**src/rtl/cchw_pkg.sv**
```systemverilog
package cchw_pkg;

    // Sizing of the sample set and the feature format.
    localparam int MAX_SAMPLES = 1024;
    localparam int FEAT_W      = 24;
    localparam int FRAC_BITS   = 16;
    localparam int GUARD_BITS  = 6;
    localparam int OUT_FRAC    = 24;

    localparam int ADDR_W   = $clog2(MAX_SAMPLES);
    localparam int CNT_W    = $clog2(MAX_SAMPLES + 1);
    localparam int SUM_W    = FEAT_W + $clog2(MAX_SAMPLES);
    localparam int MEAN_W   = FEAT_W + 1;
    localparam int DEV_W    = FEAT_W + 2;
    localparam int SMP_W    = 3 * FEAT_W;
    localparam int ENTRY_W  = 48;
    localparam int ACC_W    = 64;
    localparam int L_W      = 32;
    localparam int DIVN_W   = 128;
    localparam int DIVD_W   = 64;
    localparam int DIV_CNT_W = $clog2(DIVN_W);
    localparam int CSHIFT   = 2 * GUARD_BITS;
    localparam int QSHIFT   = OUT_FRAC + FRAC_BITS + GUARD_BITS;

    localparam logic [DIVN_W-1:0] POS_CAP  = (DIVN_W'(1) << (ENTRY_W - 1)) - DIVN_W'(1);
    localparam logic [DIVN_W-1:0] NEG_CAP  = DIVN_W'(1) << (ENTRY_W - 1);
    localparam logic [DIVN_W-1:0] C_QLIMIT = DIVN_W'(1) << 47;
    localparam logic [DIVN_W-1:0] L_LIMIT  = DIVN_W'(1) << 30;
    localparam logic [ACC_W-1:0]  SQ_TOP   = ACC_W'(1) << (ACC_W - 2);
    localparam logic signed [ACC_W:0] SAT_HI = (ACC_W + 1)'((ACC_W + 1)'(1) << (ACC_W - 1))
                                               - (ACC_W + 1)'(1);

    // Status codes of a result run.
    localparam logic [1:0] ST_OK      = 2'd0;
    localparam logic [1:0] ST_EMPTY   = 2'd1;
    localparam logic [1:0] ST_NOT_PD  = 2'd2;
    localparam logic [1:0] ST_DROPPED = 2'd3;

    typedef logic [FEAT_W-1:0]  feat_t;
    typedef logic [ENTRY_W-1:0] entry_t;

    typedef struct packed {
        logic              start;
        logic [DIVN_W-1:0] num;
        logic [DIVD_W-1:0] den;
    } div_req_t;

    // Lower-triangle order: 00, 10, 11, 20, 21, 22.
    function automatic logic [1:0] tri_row(input logic [2:0] k);
        logic [1:0] r;
        unique case (k)
            3'd0:           r = 2'd0;
            3'd1, 3'd2:     r = 2'd1;
            default:        r = 2'd2;
        endcase
        return r;
    endfunction

    function automatic logic [1:0] tri_col(input logic [2:0] k);
        logic [1:0] c;
        unique case (k)
            3'd0, 3'd1, 3'd3: c = 2'd0;
            3'd2, 3'd4:       c = 2'd1;
            default:          c = 2'd2;
        endcase
        return c;
    endfunction

    function automatic logic signed [ACC_W-1:0] sat_add(input logic signed [ACC_W-1:0] a,
                                                        input logic signed [ACC_W-1:0] b);
        logic signed [ACC_W:0] s;
        logic signed [ACC_W-1:0] r;
        s = {a[ACC_W-1], a} + {b[ACC_W-1], b};
        if (s > SAT_HI)
            r = SAT_HI[ACC_W-1:0];
        else if (s < -SAT_HI)
            r = ACC_W'(-SAT_HI);
        else
            r = s[ACC_W-1:0];
        return r;
    endfunction

    function automatic logic [ACC_W-1:0] abs64(input logic signed [ACC_W-1:0] a);
        return a[ACC_W-1] ? ACC_W'(-a) : ACC_W'(a);
    endfunction

    function automatic logic [L_W-1:0] abs32(input logic signed [L_W-1:0] a);
        return a[L_W-1] ? L_W'(-a) : L_W'(a);
    endfunction

    // Clamp a quotient magnitude to the entry range and apply its sign.
    function automatic entry_t sat_entry(input logic [DIVN_W-1:0] q, input logic neg);
        logic [DIVN_W-1:0] cap;
        entry_t m;
        cap = neg ? NEG_CAP : POS_CAP;
        m = (q > cap) ? cap[ENTRY_W-1:0] : q[ENTRY_W-1:0];
        return neg ? ENTRY_W'(-m) : m;
    endfunction

endpackage

```
**src/rtl/cchw_div.sv**
```systemverilog
module cchw_div import cchw_pkg::*; (
    input  logic              clk,
    input  logic              rst_n,
    input  div_req_t          req,
    output logic              busy,
    output logic [DIVN_W-1:0] quo
);

    logic [DIVD_W-1:0]    rem_reg;
    logic [DIVN_W-1:0]    work_reg;
    logic [DIVD_W-1:0]    den_reg;
    logic [DIV_CNT_W-1:0] cnt_reg;
    logic                 busy_reg;
    logic [DIVD_W:0]      trial;
    logic [DIVD_W:0]      diff;
    logic                 ge;

    // One quotient bit per cycle, most significant first; the dividend shifts
    // out of the top of the work word as quotient bits enter at the bottom.
    assign trial = {rem_reg, work_reg[DIVN_W-1]};
    assign diff  = trial - {1'b0, den_reg};
    assign ge    = trial >= {1'b0, den_reg};

    always_ff @(posedge clk or negedge rst_n)
    begin
        if (!rst_n)
        begin
            busy_reg <= 1'b0;
            cnt_reg  <= '0;
        end
        else if (req.start)
        begin
            busy_reg <= 1'b1;
            cnt_reg  <= '0;
        end
        else if (busy_reg)
        begin
            cnt_reg <= cnt_reg + DIV_CNT_W'(1);
            if (cnt_reg == DIV_CNT_W'(DIVN_W - 1))
            begin
                busy_reg <= 1'b0;
            end
        end
    end

    always_ff @(posedge clk)
    begin
        if (req.start)
        begin
            rem_reg  <= '0;
            work_reg <= req.num;
            den_reg  <= req.den;
        end
        else if (busy_reg)
        begin
            rem_reg  <= ge ? diff[DIVD_W-1:0] : trial[DIVD_W-1:0];
            work_reg <= {work_reg[DIVN_W-2:0], ge};
        end
    end

    assign busy = busy_reg;
    assign quo  = work_reg;

endmodule

```
**config.mk**
```make
export PLATFORM = sky130hd
export DESIGN_NAME = cchw_div
export DESIGN_NICKNAME = d
export VERILOG_FILES = /design/src/rtl/cchw_pkg.sv /design/src/rtl/cchw_div.sv
export SDC_FILE = /design/constraint.sdc
export NUM_CORES = 1
export LEC_CHECK = 0
export ABC_AREA = 1
export BUFFER_PORTS_ARGS = -buffer_cell sky130_fd_sc_hd__buf_2
export CAP_MARGIN = 20
export CORE_MARGIN = 3
export CORE_UTILIZATION = 40
export CTS_CLUSTER_SIZE = 8
export DETAILED_ROUTE_END_ITERATION = 16
export PLACE_DENSITY = 0.6
export SYNTH_ARGS = -nofsm -noshare
export SYNTH_HDL_FRONTEND = slang
export SYNTH_SLANG_ARGS = --single-unit
```
**constraint.sdc**
```tcl
create_clock -name clk -period 6.8 [get_ports clk]
set_input_delay 0.34 -clock clk [delete_from_list [all_inputs] [get_ports clk]]
set_output_delay 0.34 -clock clk [all_outputs]
set_load 0.01 [all_outputs]
```
# Yosys cells after proc, flatten, opt, wreduce, memory -nomap -nowiden
# Cells that the tools add are included.
# classes
n_lt_le_gt_ge	1
n_mul	0
bitwise	0
n_reduce_logical	1
n_addsub	2
mux	8
n_div	0
shift	0
n_eq_ne	1
# ops
operator	count
$mux W128	2
$ge A65 B64 Y1	1
$mux W64	1
$sub A64 B64 Y64	1
$mux W7	2
$add A7 B1 Y7 const B	1
$eq A7 B7 Y1 const B	1
$mux W1	3
$reduce_bool A2 Y1	1
# totals
latch_bits	0
n_memories	0
ff_bits	264
mem_bits_ro	0
elab_cells	18
ramBits	0

# Logic depth before layout (Yosys ltp)
# depth
depth_word	4
depth_mapped	18

# Worst setup path before layout
# Ideal clock, no wire load.
# synth_timing
path_kind	input to register
from	input req[192] (netlist name)
to	register work_reg[0], in the netlist quo[0], enable pin
t_arrival_ps	4467
t_required_ps	6257
setup_slack_ps	1790
setup_ps	543
path_stages	4
cell_sequence	clkbuf_1 nor2_1 clkinv_1 clkbuf_1
# synth_via
elab_chain_cells	1
# synth_rtl
element	line	rtl
start, declared	cchw_div.sv:4	input div_req_t req,
$reduce_bool A2 Y1 (no line)	-	
end signal, assigned	cchw_div.sv:51	work_reg <= req.num;
end signal, assigned	cchw_div.sv:57	work_reg <= {work_reg[DIVN_W-2:0], ge};
end, declared	cchw_div.sv:10	logic [DIVN_W-1:0] work_reg;
# Every way passes these cells.
# A chain may end at the register's enable or synchronous reset.

# Worst setup path after layout
# layout_timing
from	register den_reg[59]
to	register rem_reg[45]
# layout_via
elab_chain_cells	2
# layout_rtl
element	line	rtl
start, declared	cchw_div.sv:11	logic [DIVD_W-1:0] den_reg;
start signal, assigned	cchw_div.sv:52	den_reg <= req.den;
$ge A65 B64 Y1	cchw_div.sv:22	assign ge = trial >= {1'b0, den_reg};
$mux W64	cchw_div.sv:56	rem_reg <= ge ? diff[DIVD_W-1:0] : trial[DIVD_W-1:0];
end signal, assigned	cchw_div.sv:56	
end, declared	cchw_div.sv:9	logic [DIVD_W-1:0] rem_reg;
# Every way passes these cells.

==> flow_summary.yaml <==
detailed_routing:
  drcViolationCount: 0
  vias: 16300
  wl_per_cell_um: 17.2
  wirelength_mm: 58.5
  via_per_inst: 4.80
  drt_iter0_markers: 1074
  ant_nets: 0
  dr.pass1.iters: 5
timing:
  fin_ws_ns: 3.11
  rsz0062_at_grt: "false"
  finalCritPeriodShare: 0.543
  slew_viol_final: 0
  fin_crit_ns: 3.69
  clock_skew_ns: 0.0249
  fmax_mhz: 271
  tightest_slew_ns: 0.980
  setup_tns_ns: 0
  hold_violations: 0
  setup_viol: 0
  slew-limit-headroom: 0.347
yosys:
  yosysSeqAreaShare: 0.425
  netlist_area_mm2: 0.0170
  syn_avg_cell_area_um2: 6.93
  ys_async_sr_fraction: 0.0303
  syn-num-nets: 2721
  synth.area.top_cells: "edfxtp_1, nand2_1, inv_1, dfxtp_1, nand3_1"
  ys_warn_count: 0
  synth_cell_type_count: 38
  synth_area_leader_cell: "edfxtp_1"
  ys.flop_type: "edfxtp_1"
  synth_edf_count: 192
  ys_seq_elements: 264
  yosys.area.top_type_share: 0.338
  netlist_instances: 2460
floorplan:
  die_area_mm2: 0.0451
  start_util: 0.406
  num_rows: 75
  dieHeight_um: 212
  core_area_mm2: 0.0420
  num_io_pins: 324
  dieWidth_um: 212
global_route:
  grt_pass1_vias: 16000
  grt_max_degree: 95
  grt_pass1_wl_mm: 89.8
  antenna_found_initial: 5
  grt.overflow.total: 0
  grt.total_usage: 0.257
place:
  place_area_mm2: 0.0191
  dpl_worst_slack_ns: 3.02
  port-buffer-count: 323
  post-dp-hpwl_mm: 44.4
  routabilityCongestion: 1.01
min_path:
  hp-class: "in -> reg"
clock_network:
  cts_sinks: 264
  cts_root_buf: "clkbuf_16"
  clockBufferDepth: 3
  htreeDepth: 2
  clk_latency_ns: 0.56
  cts_tree: "built"
  numCtsBuffers: 39
  path_clk_slew_ns: 0.06
setup_path:
  r2r_cells: 16
  critPathCaptureType: "register"
  reg2reg_setup_slack_ns: 3.11
  startpoint: "den_reg[59]"
  r2r_end: "rem_reg[45]"
  crit_arrival_ns: 4.14
  worstSetupStartpointType: "register"
  critPathKind: "reg -> reg"
  worstPathRequired_ns: 7.25
  endpoint: "rem_reg[45]"
  r2r_start: "den_reg[59]"
  cp_max_fo: 66
power:
  ir_drop_mv: 0.203
  p_leak_nw: 11.4
  power_per_cell_area_mw_per_mm2: 326
layout:
  final_area_mm2: 0.0209
  area_growth_pct: 22.5
  largest_register_ffs: 128
  n_fill_cell: 4393
  drive_above_1_share: 0.147
  fin_nets: 3096
outcome:
  status: "completed"
run:
  max-cap-violations: 0
## stage by stage
| step | hold WS, ns | cells | total power [mW] | utilization |
|---|---|---|---|---|
| global route | 0.0411 | 3407 | 7.29 | 0.497 |
| finish | 0.0546 | 3407 | 6.80 | 0.497 |
| global placement | 0.191 | 3268 | 4.91 | 0.454 |
| detailed placement | 0.192 | 3268 | 4.92 | 0.454 |
| CTS | 0.0244 | 3403 | 6.84 | 0.496 |
| floorplan | 0.0444 | 2460 | 4.11 | - |
## routing by layer
| layer | track usage | vias up | routed length, um |
|---|---|---|---|
| li1 | - | 8299 | - |
| met1 | 0.342 | 7455 | 25900 |
| met2 | 0.423 | 514 | 26900 |
| met3 | 0.0601 | 75 | 4250 |
| met4 | 0.0691 | 0 | 1470 |
| met5 | 0 | - | 0 |
## power by group
| group | internal (mW) | switching, mW |
|---|---|---|
| clock | 1.09 | 0.763 |
| combinational | 0.959 | 1.87 |
| sequential | 1.98 | 0.140 |
## cell usage after synthesis (3+ instances only)
cell         n
nor2_2       7
dfxtp_1     64
nor4_1       3
nand4_1      8
nor2_1     113
and2_1       3
nand3_2     21
buf_1        6
dfrtp_1      8
buf_4        6
a21oi_1     48
inv_1      453
nand2_2      5
buf_6       12
o21ai_0     13
nand3b_1    30
o21ai_1     31
edfxtp_1   192
nor3_1      12
inv_2        7
clkbuf_1    32
nand3_1    169
buf_2        6
xnor2_1     29
ha_1        65
nand2_1   1102
## cell usage in the layout, fill, tap and decap left out, types with 12 or more instances in the layout
master	Yosys	final
o21ai_1	31	31
ha_1	65	65
inv_1	453	453
clkbuf_16	0	39
a21oi_1	48	48
o21ai_0	13	13
nor3_1	12	12
dlygate4sd3_1	0	65
edfxtp_1	192	192
clkbuf_1	32	26
nor2_1	113	111
nand2_1	1102	1102
buf_2	6	322
nand3b_1	30	30
xnor2_1	29	29
nand3_1	169	169
nand3_2	21	21
dfxtp_1	64	64
## worst max-delay path, cell delays in order, from the launching register on
cell and delay (ns):
edfxtp_1 0.33, inv_1 0.04, ha_1 0.37, nand2_1 0.13
nor2_1 0.39, nand2_1 0.10, nor2_1 0.13, nand3_1 0.10
nor2_1 0.22, nor2_1 0.06, nand2_1 0.10, nor2_4 0.03
buf_4 0.39, nand2_4 0.73, nand3_1 0.18, nand3_1 0.11
nand2_1 0.05
## how the worst min path moves through the flow
stage	from	to	slack [ns]	depth (start not counted)
floorplan	rst_n	busy	0.04	0
global placement	rst_n	busy	0.19	1
detailed placement	rst_n	cnt_reg[0]	0.19	1
CTS	req[65]	quo[1]	0.02	3
global route	req[175]	quo[111]	0.04	3
finish	req[90]	quo[26]	0.05	3
## logic make-up after synthesis
kind of cell,share of synthesized area
xor gates and xnor gates,0.0159
AOI/OAI and AO/OA,0.0287
and+or+nand+nor,0.359
DFF,0.425
adders and majority gates,0.0489
buffers and inverters,0.122
## cell type report
type,instances,area (um2),share of cell area
Multi-Input combinational cell,1672,7730,0.370
Sequential cell,264,7250,0.347
Timing Repair Buffer,396,2330,0.112
Inverter,462,1740,0.0834
Clock buffer,66,1090,0.0521
Tap cell,539,674,0.0323
Clock inverter,4,60.1,0.00288
Antenna cell,4,10.0,0.000479
## repair_timing
| item | 4_1_cts | 5_1_grt |
|---|---|---|
| hold buffers | 65 | 0 |
| hold endpoints to repair | 72 | 0 |
| resized for setup | 0 | 0 |
| buffers inserted | 0 | 0 |
(Power assumes the default switching activity.)
