`src/rtl/cchw_ram.sv`:
```
module cchw_ram #(
    parameter int WIDTH = 8,
    parameter int DEPTH = 16
) (
    input  logic                     clk,
    input  logic                     we,
    input  logic [$clog2(DEPTH)-1:0] waddr,
    input  logic [WIDTH-1:0]         wdata,
    input  logic                     re,
    input  logic [$clog2(DEPTH)-1:0] raddr,
    output logic [WIDTH-1:0]         rdata
);

    logic [WIDTH-1:0] mem [DEPTH];

    always_ff @(posedge clk)
    begin
        if (we)
        begin
            mem[waddr] <= wdata;
        end
        if (re)
        begin
            rdata <= mem[raddr];
        end
    end

endmodule

```
`config.mk`:
```
export PLATFORM = sky130hd
export DESIGN_NAME = cchw_ram
export DESIGN_NICKNAME = d
export VERILOG_FILES = /design/src/rtl/cchw_ram.sv
export SDC_FILE = /design/constraint.sdc
export NUM_CORES = 1
export LEC_CHECK = 0
export BUFFER_PORTS_ARGS = -buffer_cell sky130_fd_sc_hd__buf_2
export CORE_ASPECT_RATIO = 1.75
export CORE_MARGIN = 1
export CORE_UTILIZATION = 40
export CTS_BUF_LIST = sky130_fd_sc_hd__clkbuf_4 sky130_fd_sc_hd__clkbuf_8
export CTS_CLUSTER_DIAMETER = 200
export DETAILED_ROUTE_END_ITERATION = 16
export PLACE_DENSITY_LB_ADDON = 0.2
export SLEW_MARGIN = 5
export SYNTH_ARGS = -nofsm -noshare
export SYNTH_HDL_FRONTEND = slang
export SYNTH_SLANG_ARGS = --single-unit
export TNS_END_PERCENT = 100
```
`constraint.sdc`:
```
create_clock -name clk -period 2.8 [get_ports clk]
set_input_delay 0.28 -clock clk [delete_from_list [all_inputs] [get_ports clk]]
set_output_delay 0.28 -clock clk [all_outputs]
set_load 0.05 [all_outputs]
```
### Word level (Yosys, flattened, before mapping)

Memory sizes are Yosys's and may differ from the RTL's. A register that Yosys moved wholly into a read port is not among the register bits.
Index checks and enable logic that the tools add are counted.

* register bits: 0
* bits of input ports: 19
* memories kept: 1
* RAM bits: 128
* output and inout bits: 8

* muxes and demuxes: 2

Memory list
* mem: words 16, bits a word 8, rd ports 1, clocked after Yosys merged registers in 1, wr ports 1, line 14 `logic [WIDTH-1:0] mem [DEPTH];`

Operators by type and width (count)
* $mux 1: 2

### Logic depth before layout (Yosys ltp)

Gate-level depths: netlist of the first run.

* depth in word-level cells: 2
* depth in mapped cells: 5
* gate-level depth less buffers: 3

### Worst setup path before layout of the first run

Ideal clock, no wire load.

* path kind: input-to-reg
* start: input port waddr[2]
* end: memory mem[0][0] (enable)
* path slack: 1.027 ns
* stages on the path: 2
* arrival time: 1.390 ns
* required time: 2.417 ns
* buffers on the path: 0
* path through: or3b_2 > nor3_1

RTL lines
* start, declared: line 7 `input logic [$clog2(DEPTH)-1:0] waddr,`
* end, declared: line 14

Straight into the memory's write port.

==> results by stage, run 1 <==
Floorplanning:
- The area of the placeable core is 12600 sq um.
- 27 I/O pins were placed.
- For this configuration, the core starts out at a cell density of 41.4%.
- The width of the die is 88.4 microns.
- The number of rows in the core area is 54.
- Measured along the y axis, the die boundary spans 153 microns.
- The area of the die is 13500 sq um.

Worst setup path:
- The worst setup path startpoint is raddr[0].
- For the worst setup path, the data arrival time is 1760 ps.
- The critical path ends at rdata[5].
- The signal on the critical path passes through buf_2, buf_12, mux4_1, a22oi_1, nand2_1.
- The kind of cell with the highest combined delay on the critical path is buffers and inverters.
- The endpoint of the most critical register-to-register path is rdata[3].
- The library cell contributing the largest single delay on the critical path is sky130_fd_sc_hd__mux4_1.
- STA classifies the critical path startpoint as a primary input.
- The peak per-stage delay on the critical path is 560 ps.
- The classification of the worst setup path is primary input to flip-flop.
- The worst setup path is captured at a flip-flop.
- The required time of the critical path is 2980 ps.
- Of all nets on the critical path, the largest fanout is 16.
- The worst reg2reg path startpoint is mem[1][3].
- The register-to-register path setup slack is 1300 ps.
- The cell count of the worst reg-to-reg path is 3.
- The total stage count of the critical path is 5.
- The number of buffers and inverters on the critical path is 2.

Run status:
- The run finished with clean final reports.

STA:
- The final-report setup violation count is 0.
- The slack of the critical path is 1230 ps.
- The fraction of the cycle the final worst path needs is 56.2%.
- Setup total negative slack on the finished layout was measured at 0 ps.
- The hold violation count in the final report is 0.
- The clock period minus final worst setup slack is 1570 ps.
- The count of pins over their slew limit came to 0.
- Setup repair after global routing left no endpoint under its margin.
- The maximum achievable frequency is 0.635 GHz.
- Clock skew on the completed layout was measured at 12.6 ps.
- At the pin with the least slew margin, the transition time is 793 ps.
- Measured against its own limit, the worst slew margin works out to 46.9%.

Synthesis:
- The Yosys step of the flow raised 0 warnings.
- The number of nets produced by synthesis is 248.
- In the synthesized netlist, the number of instances is 229.
- Sequential elements use 78.1% of the synthesized area.
- The average footprint of a synthesized cell is 22.8 sq um.
- The count of unique library cells instantiated by Yosys is 18.
- The cell area after synthesis is 5230 sq um.
- The flip-flop and latch count after synthesis is 136.

Route:
- The final route contains 2388 vias.
- The post-route DRC violation count is 0.
- Before antenna repair, the detailed router went through 4 iterations.
- The routed design has 9930 microns of wire.
- In the final routed layout, each cell accounts on average for 21.4 microns.
- The DRC marker count from the first detailed-route iteration is 149.
- The detail route stage leaves a number of antenna-violating nets equal to 0.
- In the routed layout, each cell is associated on average with a via count of 5.16.

Place:
- The worst slack at placement is 733 ps.
- Routability-driven placement finished with a final weighted congestion of 0.751.
- The half-perimeter wire length after detailed placement is 6650 microns.
- In this run the tool buffered the top-level ports with 26 buffer cells.

Cells and area:
- Measured on the finished design, the core utilization comes to 47.5%.
- In the final layout, the share of cells above drive strength 1 is 31.2%.
- For this run, the post-layout net count is 302.
- The storage element area is 4080 sq um.
- The area taken by multi-input logic gates is 1060 sq um.
- The antenna diode instance count is 0.
- Compared with the post-synthesis result, the final layout area differs by 14.7%.
- The layout has 1071 filler cells.

Pwr:
- Summing internal, switching and leakage power gives 0.00401 W.
- The power density of the placed cells is 668 nW/um^2.
- The leakage power figure is 2.01 nW.
- The peak supply drop is 0.000344 V.

Hold path:
- The worst hold path belongs to the class primary input to flip-flop.
- Along the worst hold path, the cell count comes to 1.

CTS:
- Gates resized during post-CTS repair numbered 0.
- The total of hold buffers inserted after clock tree synthesis is 0.
- Clock tree synthesis selected as its root buffer the cell sky130_fd_sc_hd__clkbuf_8.
- The setup fix buffers added after clock tree synthesis is 0.
- Clock-pin slew was measured on the worst setup and hold paths at 80 ps.
- In this run the number of H-tree levels came out at 4.
- Clock tree synthesis found a total of 136 sinks.
- Counting along the longest clock path gives a buffer depth of 2.
- The clock latency of the later-clocked register in the worst-skew pair is 430 ps.
- In this run, CTS created clock tree buffers numbering 17.
- TritonCTS built the clock tree.

Global route:
- Entering global routing, the biggest net connects 17 pins.
- The total grt overflow is 0.
- The via count of the first global-routing pass was 2585.
- The overall track demand over capacity in global routing is 16.7%.
- The first global-routing pass estimated 15300 microns of wire.
- The number of antenna violations at the first check in global routing is 0.

Job:
- Max-cap violations in this run came to 0.
==> cell usage in the layout, fill, tap and decap left out <==
cell	count
sky130_fd_sc_hd__mux4_2	18
sky130_fd_sc_hd__mux4_1	14
sky130_fd_sc_hd__clkinv_4	1
sky130_fd_sc_hd__nand3b_1	2
sky130_fd_sc_hd__or3b_2	1
sky130_fd_sc_hd__nand3_1	1
sky130_fd_sc_hd__nor2_1	13
sky130_fd_sc_hd__bufinv_16	2
sky130_fd_sc_hd__clkbuf_4	2
sky130_fd_sc_hd__nand2_1	9
sky130_fd_sc_hd__clkinv_1	3
sky130_fd_sc_hd__and2b_1	1
sky130_fd_sc_hd__clkbuf_8	17
sky130_fd_sc_hd__nor3_1	4
sky130_fd_sc_hd__nor2b_1	1
sky130_fd_sc_hd__edfxtp_1	136
sky130_fd_sc_hd__a22oi_1	16
sky130_fd_sc_hd__clkinv_2	6
sky130_fd_sc_hd__buf_12	1
sky130_fd_sc_hd__nand2b_1	2
sky130_fd_sc_hd__buf_4	18
sky130_fd_sc_hd__buf_2	26
sky130_fd_sc_hd__and2_1	1
==> how the worst min path moves through the flow <==
| stage | startpoint | end |
|---|---|---|
| 2_1_floorplan | wdata[0] | mem[0][0] |
| 3_3_place_gp | re | rdata[2] |
| 3_5_place_dp | re | rdata[0] |
| 4_1_cts | re | rdata[2] |
| 5_1_grt | re | rdata[0] |
| 6_report | re | rdata[2] |
==> area by class of cell <==
type / instances / share of cell area, %
clock buffer: 19 / 4.15
clock inverter: 12 / 1.84
multi-input combinational: 83 / 17.6
sequential: 136 / 68.1
tap: 168 / 3.51
timing repair buffer: 45 / 4.76
==> sequential cells by signal, summed over array words and instances, names as in the netlist <==
register and cells:
mem 128, rdata 8
==> where the power goes <==
group | leakage [nW] | switching, W | internal [W]
sequential | 1.24 | 0.00000999 | 0.00229
combinational | 0.578 | 0.000152 | 0.0000884
clock | 0.192 | 0.000679 | 0.000786
==> cells by family after synthesis <==
kind of cell	Yosys count	synth area share, %
AOI/OAI and AO/OA	16	2.30
and+or+nand+nor	35	3.14
buffers and inverters	10	1.65
muxes	32	14.8
DFF	136	78.1
==> metal layers <==
layer	track usage [%]	up-vias	share of wire, %
met5	0	-	0
met4	7.68	0	1.6
met3	4.27	10	2.8
met2	28.1	51	55
met1	19.6	1239	40
li1	-	1088	-
==> metrics by stage <==
stage	area (sq um)	instances	hold WS [ps]
6_report	6000	463	193
5_1_grt	6000	463	173
4_1_cts	6000	463	168
3_5_place_dp	5640	432	635
3_3_place_gp	5640	432	645
2_1_floorplan	5230	229	379
==> cell usage after synthesis <==
cell type | instances | area [sq um]
sky130_fd_sc_hd__a22oi_1 | 16 | 120
sky130_fd_sc_hd__clkdlybuf4s25_2 | 3 | 30.0
sky130_fd_sc_hd__edfxtp_1 | 136 | 4080
sky130_fd_sc_hd__and2b_1 | 1 | 7.51
sky130_fd_sc_hd__nand2_1 | 9 | 33.8
sky130_fd_sc_hd__and2_1 | 1 | 6.26
sky130_fd_sc_hd__mux4_2 | 18 | 405
sky130_fd_sc_hd__nand2b_1 | 2 | 12.5
sky130_fd_sc_hd__buf_4 | 1 | 7.51
sky130_fd_sc_hd__nor2b_1 | 1 | 6.26
sky130_fd_sc_hd__buf_2 | 3 | 15.0
sky130_fd_sc_hd__buf_6 | 3 | 33.8
sky130_fd_sc_hd__nor3_1 | 4 | 20.0
sky130_fd_sc_hd__nand3b_1 | 2 | 15.0
sky130_fd_sc_hd__or3b_2 | 1 | 8.76
sky130_fd_sc_hd__nand3_1 | 1 | 5.00
sky130_fd_sc_hd__nor2_1 | 13 | 48.8
sky130_fd_sc_hd__mux4_1 | 14 | 368
Note: power is estimated with default switching activity, not from simulation.
==> run 2: changes to the inputs <==
--- a/config.mk
+++ b/config.mk
@@ -5,6 +5,7 @@
 export SDC_FILE = /design/constraint.sdc
 export NUM_CORES = 1
 export LEC_CHECK = 0
+export ABC_AREA = 1
 export BUFFER_PORTS_ARGS = -buffer_cell sky130_fd_sc_hd__buf_2
 export CORE_ASPECT_RATIO = 1.75
 export CORE_MARGIN = 1
==> constraint.sdc (replaced) <==
create_clock -name clk -period 1.45 [get_ports clk]
set_input_delay 0.145 -clock clk [delete_from_list [all_inputs] [get_ports clk]]
set_output_delay 0.145 -clock clk [all_outputs]
set_load 0.05 [all_outputs]
==> results by stage, run 2 <==
Route:
- The first-pass iteration count of the detailed router was 4 (unchanged).
- The final routed wire length divided by cell count is 17.3 microns (was 21.4 microns).
- The post-detailed-routing wire length is 13700 microns (was 9930 microns).
- The via count is 3827 (was 2388).
- The post-route DRC violation count was 0 (unchanged).
- The DRC marker count from the first detailed-route iteration is 200 (was 149).
- The post-detailed-route via-to-cell ratio is 4.83 (was 5.16).
- The number of nets with antenna violations after detailed routing is 0 (unchanged).

Worst setup path:
- The kind of cell with the highest combined delay on the critical path is flip-flops (was buffers and inverters).
- The startpoint type of the worst setup path is a flip-flop (was primary input).
- The arrival time at the worst endpoint is 1080 ps (was 1760 ps).
- The peak fanout along the critical path is 1 (was 16).
- The worst setup path startpoint is rdata[1] (was raddr[0]).
- The required time of the critical path was 1310 ps (was 2980 ps).
- The number of buffers and inverters on the critical path is 1 (was 2).
- The worst reg2reg path startpoint is mem[7][1] (was mem[1][3]).
- The library cell contributing the largest single delay on the critical path is sky130_fd_sc_hd__edfxtp_1 (was sky130_fd_sc_hd__mux4_1).
- The peak per-stage delay on the critical path is 420 ps (was 560 ps).
- The classification of the worst setup path is flip-flop to output pin (was primary input to flip-flop).
- Critical Path, Cell by Cell: buf_2 (was buf_2, buf_12, mux4_1, a22oi_1, nand2_1).
- The sort of element at the end of the critical path is an output pin (was flip-flop).

Floorplanning:
- The area of the die is 15100 sq um (was 13500 sq um).
- The area of the placeable core was 14300 sq um (was 12600 sq um).
- The die boundary height was 162 microns (was 153 microns).
- The number of rows in the core area is 58 (was 54).
- The width of the die came to 93.4 microns (was 88.4 microns).
- The initial core utilization is 40.9% (was 41.4%).
- The number of placed I/O pins is 27 (unchanged).

Synthesis:
- The number of nets produced by synthesis was 570 (was 248).
- The async set or reset register ratio after synthesis is 0% (unchanged).
- The most common flop cell mapped by yosys is sky130_fd_sc_hd__edfxtp_1 (unchanged).
- The count of unique library cells instantiated by Yosys is 11 (was 18).
- The cell type with the largest total area after synthesis is sky130_fd_sc_hd__edfxtp_1 (unchanged).
- Largest cells by area after synthesis: sky130_fd_sc_hd__edfxtp_1 (70%), sky130_fd_sc_hd__nand2_1 (11%), sky130_fd_sc_hd__nand3_1 (8.3%) (was sky130_fd_sc_hd__edfxtp_1 (78%), sky130_fd_sc_hd__mux4_2 (7.8%), sky130_fd_sc_hd__mux4_1 (7.0%)).
- The library cell with the highest instance count after synthesis is sky130_fd_sc_hd__nand2_1 (was sky130_fd_sc_hd__edfxtp_1).
- The flip-flop and latch count after synthesis is 136 (unchanged).
- The cell area after synthesis is 5850 sq um (was 5230 sq um).
- The average footprint of a synthesized cell is 10.6 sq um (was 22.8 sq um).
- The post-synthesis instance total is 551 (was 229).
- The number of enable flip-flop cells after synthesis is 136 (unchanged).
- The fraction of synthesized cell area taken by the top area cell type was 69.8% (was 78.1%).
- Post-synth top cells: sky130_fd_sc_hd__nand2_1 (173), sky130_fd_sc_hd__edfxtp_1 (136), sky130_fd_sc_hd__inv_1 (100), sky130_fd_sc_hd__nand3_1 (97), sky130_fd_sc_hd__nor2_1 (17) (was sky130_fd_sc_hd__edfxtp_1 (136), sky130_fd_sc_hd__mux4_2 (18), sky130_fd_sc_hd__a22oi_1 (16), sky130_fd_sc_hd__mux4_1 (14), sky130_fd_sc_hd__nor2_1 (13)).
- The fraction of the yosys area taken by sequential cells is 69.8% (was 78.1%).
- The total number of yosys warnings is 0 (unchanged).

Cells and area:
- The most common cell after layout, fill and taps aside was sky130_fd_sc_hd__nand2_1 (was sky130_fd_sc_hd__edfxtp_1).
- The top register by number of flip-flops is mem (unchanged).
- The flip-flop count of the largest register after layout is 128 (unchanged).
- The fraction of layout instances using a drive strength above 1 was 14.0% (was 31.2%).
- The post-layout instance area is 6680 sq um (was 6000 sq um).
- The post-route non-filler standard cell count is 793 (was 463).
- The final layout net count came to 619 (was 302).
- Top Registers: mem: 128 flops, rdata: 8 flops (unchanged).
- The area overhead of the layout relative to synthesis is 14.2% (was 14.7%).
- The storage element area is 4080 sq um (unchanged).
- The area taken by multi-input logic gates is 1210 sq um (was 1060 sq um).
- Most frequent cells in the layout: sky130_fd_sc_hd__nand2_1 (173), sky130_fd_sc_hd__edfxtp_1 (136), sky130_fd_sc_hd__inv_1 (100), sky130_fd_sc_hd__nand3_1 (97) (was sky130_fd_sc_hd__edfxtp_1 (136), sky130_fd_sc_hd__buf_2 (26), sky130_fd_sc_hd__mux4_2 (18), sky130_fd_sc_hd__buf_4 (18), sky130_fd_sc_hd__clkbuf_8 (17)).
- The number of fill cells in the layout is 1319 (was 1071).
- The antenna diode instance count was 0 (unchanged).

Pwr:
- The switching component of the power is 0.00187 W (was 0.000841 W).
- The relative contribution of sequential cells to total power is 54.3% (was 57.4%).
- The fraction of power spent switching nets is 22.9% (was 21.0%).
- The fraction of power consumed by combinational cells is 7.5% (was 6.0%).
- The fraction of power consumed by the clock network was 38.2% (was 36.6%).
- The power density of the placed cells came to 1230 nW/um^2 (was 668 nW/um^2).
- The peak supply drop was 0.000495 V (was 0.000344 V).
- The power consumption is 0.00819 W (was 0.00401 W).
- The leakage power figure is 2.89 nW (was 2.01 nW).
- The internal power is 0.00632 W (was 0.00317 W).

Run status:
- Outcome: finished, final reports clean (unchanged).

Global route:
- The number of antenna violations at the first check in global routing is 0 (unchanged).
- The wire length of the first global-routing pass came to 20900 microns (was 15300 microns).
- The maximum number of pins on one net before global-route repair came to 52 (was 17).
- The via count of the first global-routing pass is 3741 (was 2585).
- The overall track demand over capacity in global routing is 19.5% (was 16.7%).
- The total grt overflow came to 0 (unchanged).

STA:
- The slew at the pin closest to its max-slew limit is 625 ps (was 793 ps).
- The count of pins over their slew limit is 0 (unchanged).
- The worst slew margin relative to its limit is 58.3% (was 46.9%).
- The hold violation count in the final report came to 0 (unchanged).
- The maximum achievable frequency is 0.817 GHz.
- The total negative setup slack is 0 ps (unchanged).
- RSZ-0062 raised after global routing: false (unchanged).
- The smallest clock period supported by the final layout is computed as 1220 ps.
- The worst hold slack is 82.6 ps (was 193 ps).
- The final-report setup violation count was 0 (unchanged).
- The fraction of the cycle the final worst path needs is 84.4%.
- The worst clock skew is 13.0 ps (was 12.6 ps).

CTS:
- The total clock buffers created by CTS is 17 (unchanged).
- The post-cts sizing count is 0 (unchanged).
- The clock root buffer master is sky130_fd_sc_hd__clkbuf_8 (unchanged).
- The deepest clock path buffer count is 2 (unchanged).
- The total clock sinks was 136 (unchanged).
- The total of hold buffers inserted after clock tree synthesis is 0 (unchanged).
- The count of H-tree levels built during CTS is 4 (unchanged).
- The setup fix buffers added after clock tree synthesis came to 0 (unchanged).
- The clock latency of the later-clocked register in the worst-skew pair is 430 ps (about the same).
- The clock input transition at the sequential cells of the worst setup and hold paths came to 70 ps (was 80 ps).
- The clock tree from TritonCTS is done (unchanged).

Place:
- The number of input and output port buffers inserted was 26 (unchanged).
- The placement-stage cell area was 6270 sq um (was 5640 sq um).
- The instance count after placement with tap cells included came to 761 (was 432).
- The routability-driven placement congestion ratio is 0.825 (was 0.751).
- The half-perimeter wire length after detailed placement came to 9050 microns (was 6650 microns).

Job:
- The max-cap violation count is 0 (unchanged).

Hold path:
- The type of the worst min-delay path is primary input to flip-flop (unchanged).
- The startpoint of the worst hold path is re (unchanged).
==> run 2: cell type report <==
cell class | count | share of cell area, %
flip-flops and latches | 136 | 61.2
multi-input cells | 289 | 18.2
inverters | 102 | 5.74
repair buffers | 54 | 5.47
clock buffers | 19 | 3.73
well taps | 180 | 3.37
clock inverters | 13 | 2.32
==> run 2: metal layers <==
layer	routed length [microns]	GRT usage, %	vias up
met2	7500	34.7	94
met5	0	0	-
met4	440	9.93	0
met1	5260	21.8	1832
li1	-	-	1877
met3	521	3.89	24
==> run 2: power by group through the flow <==
stage / registers [W] / logic [W] / clock network [W]
finish: 0.00445 / 0.000610 / 0.00313
global route: 0.00446 / 0.000674 / 0.00336
CTS: 0.00445 / 0.000621 / 0.00320
detailed placement: 0.00454 / 0.000619 / 0
global placement: 0.00454 / 0.000615 / 0
floorplan: 0.00460 / 0.000310 / 0
==> run 2: path summary, 6_finish.rpt <==
kind,slack (ps),cells past startpoint,to
setup / recovery,230,1,rdata[1]
hold / removal,80,1,rdata[5]
setup reg to reg,280,6,rdata[1]
hold reg to reg,750,6,rdata[3]
==> run 2: logic make-up after synthesis <==
| logic type | after synthesis | synth area share (%) |
|---|---|---|
| buffers and inverters | 126 | 9.39 |
| DFF | 136 | 69.8 |
| and+or+nand+nor | 289 | 20.8 |
==> run 2: stage by stage <==
stage | worst slack, ps | utilization, %
floorplan | 354 | -
global route | 162 | 46.7
global placement | 34.3 | 43.9
CTS | 178 | 46.7
detailed placement | 47.4 | 43.9
finish | 227 | 46.7
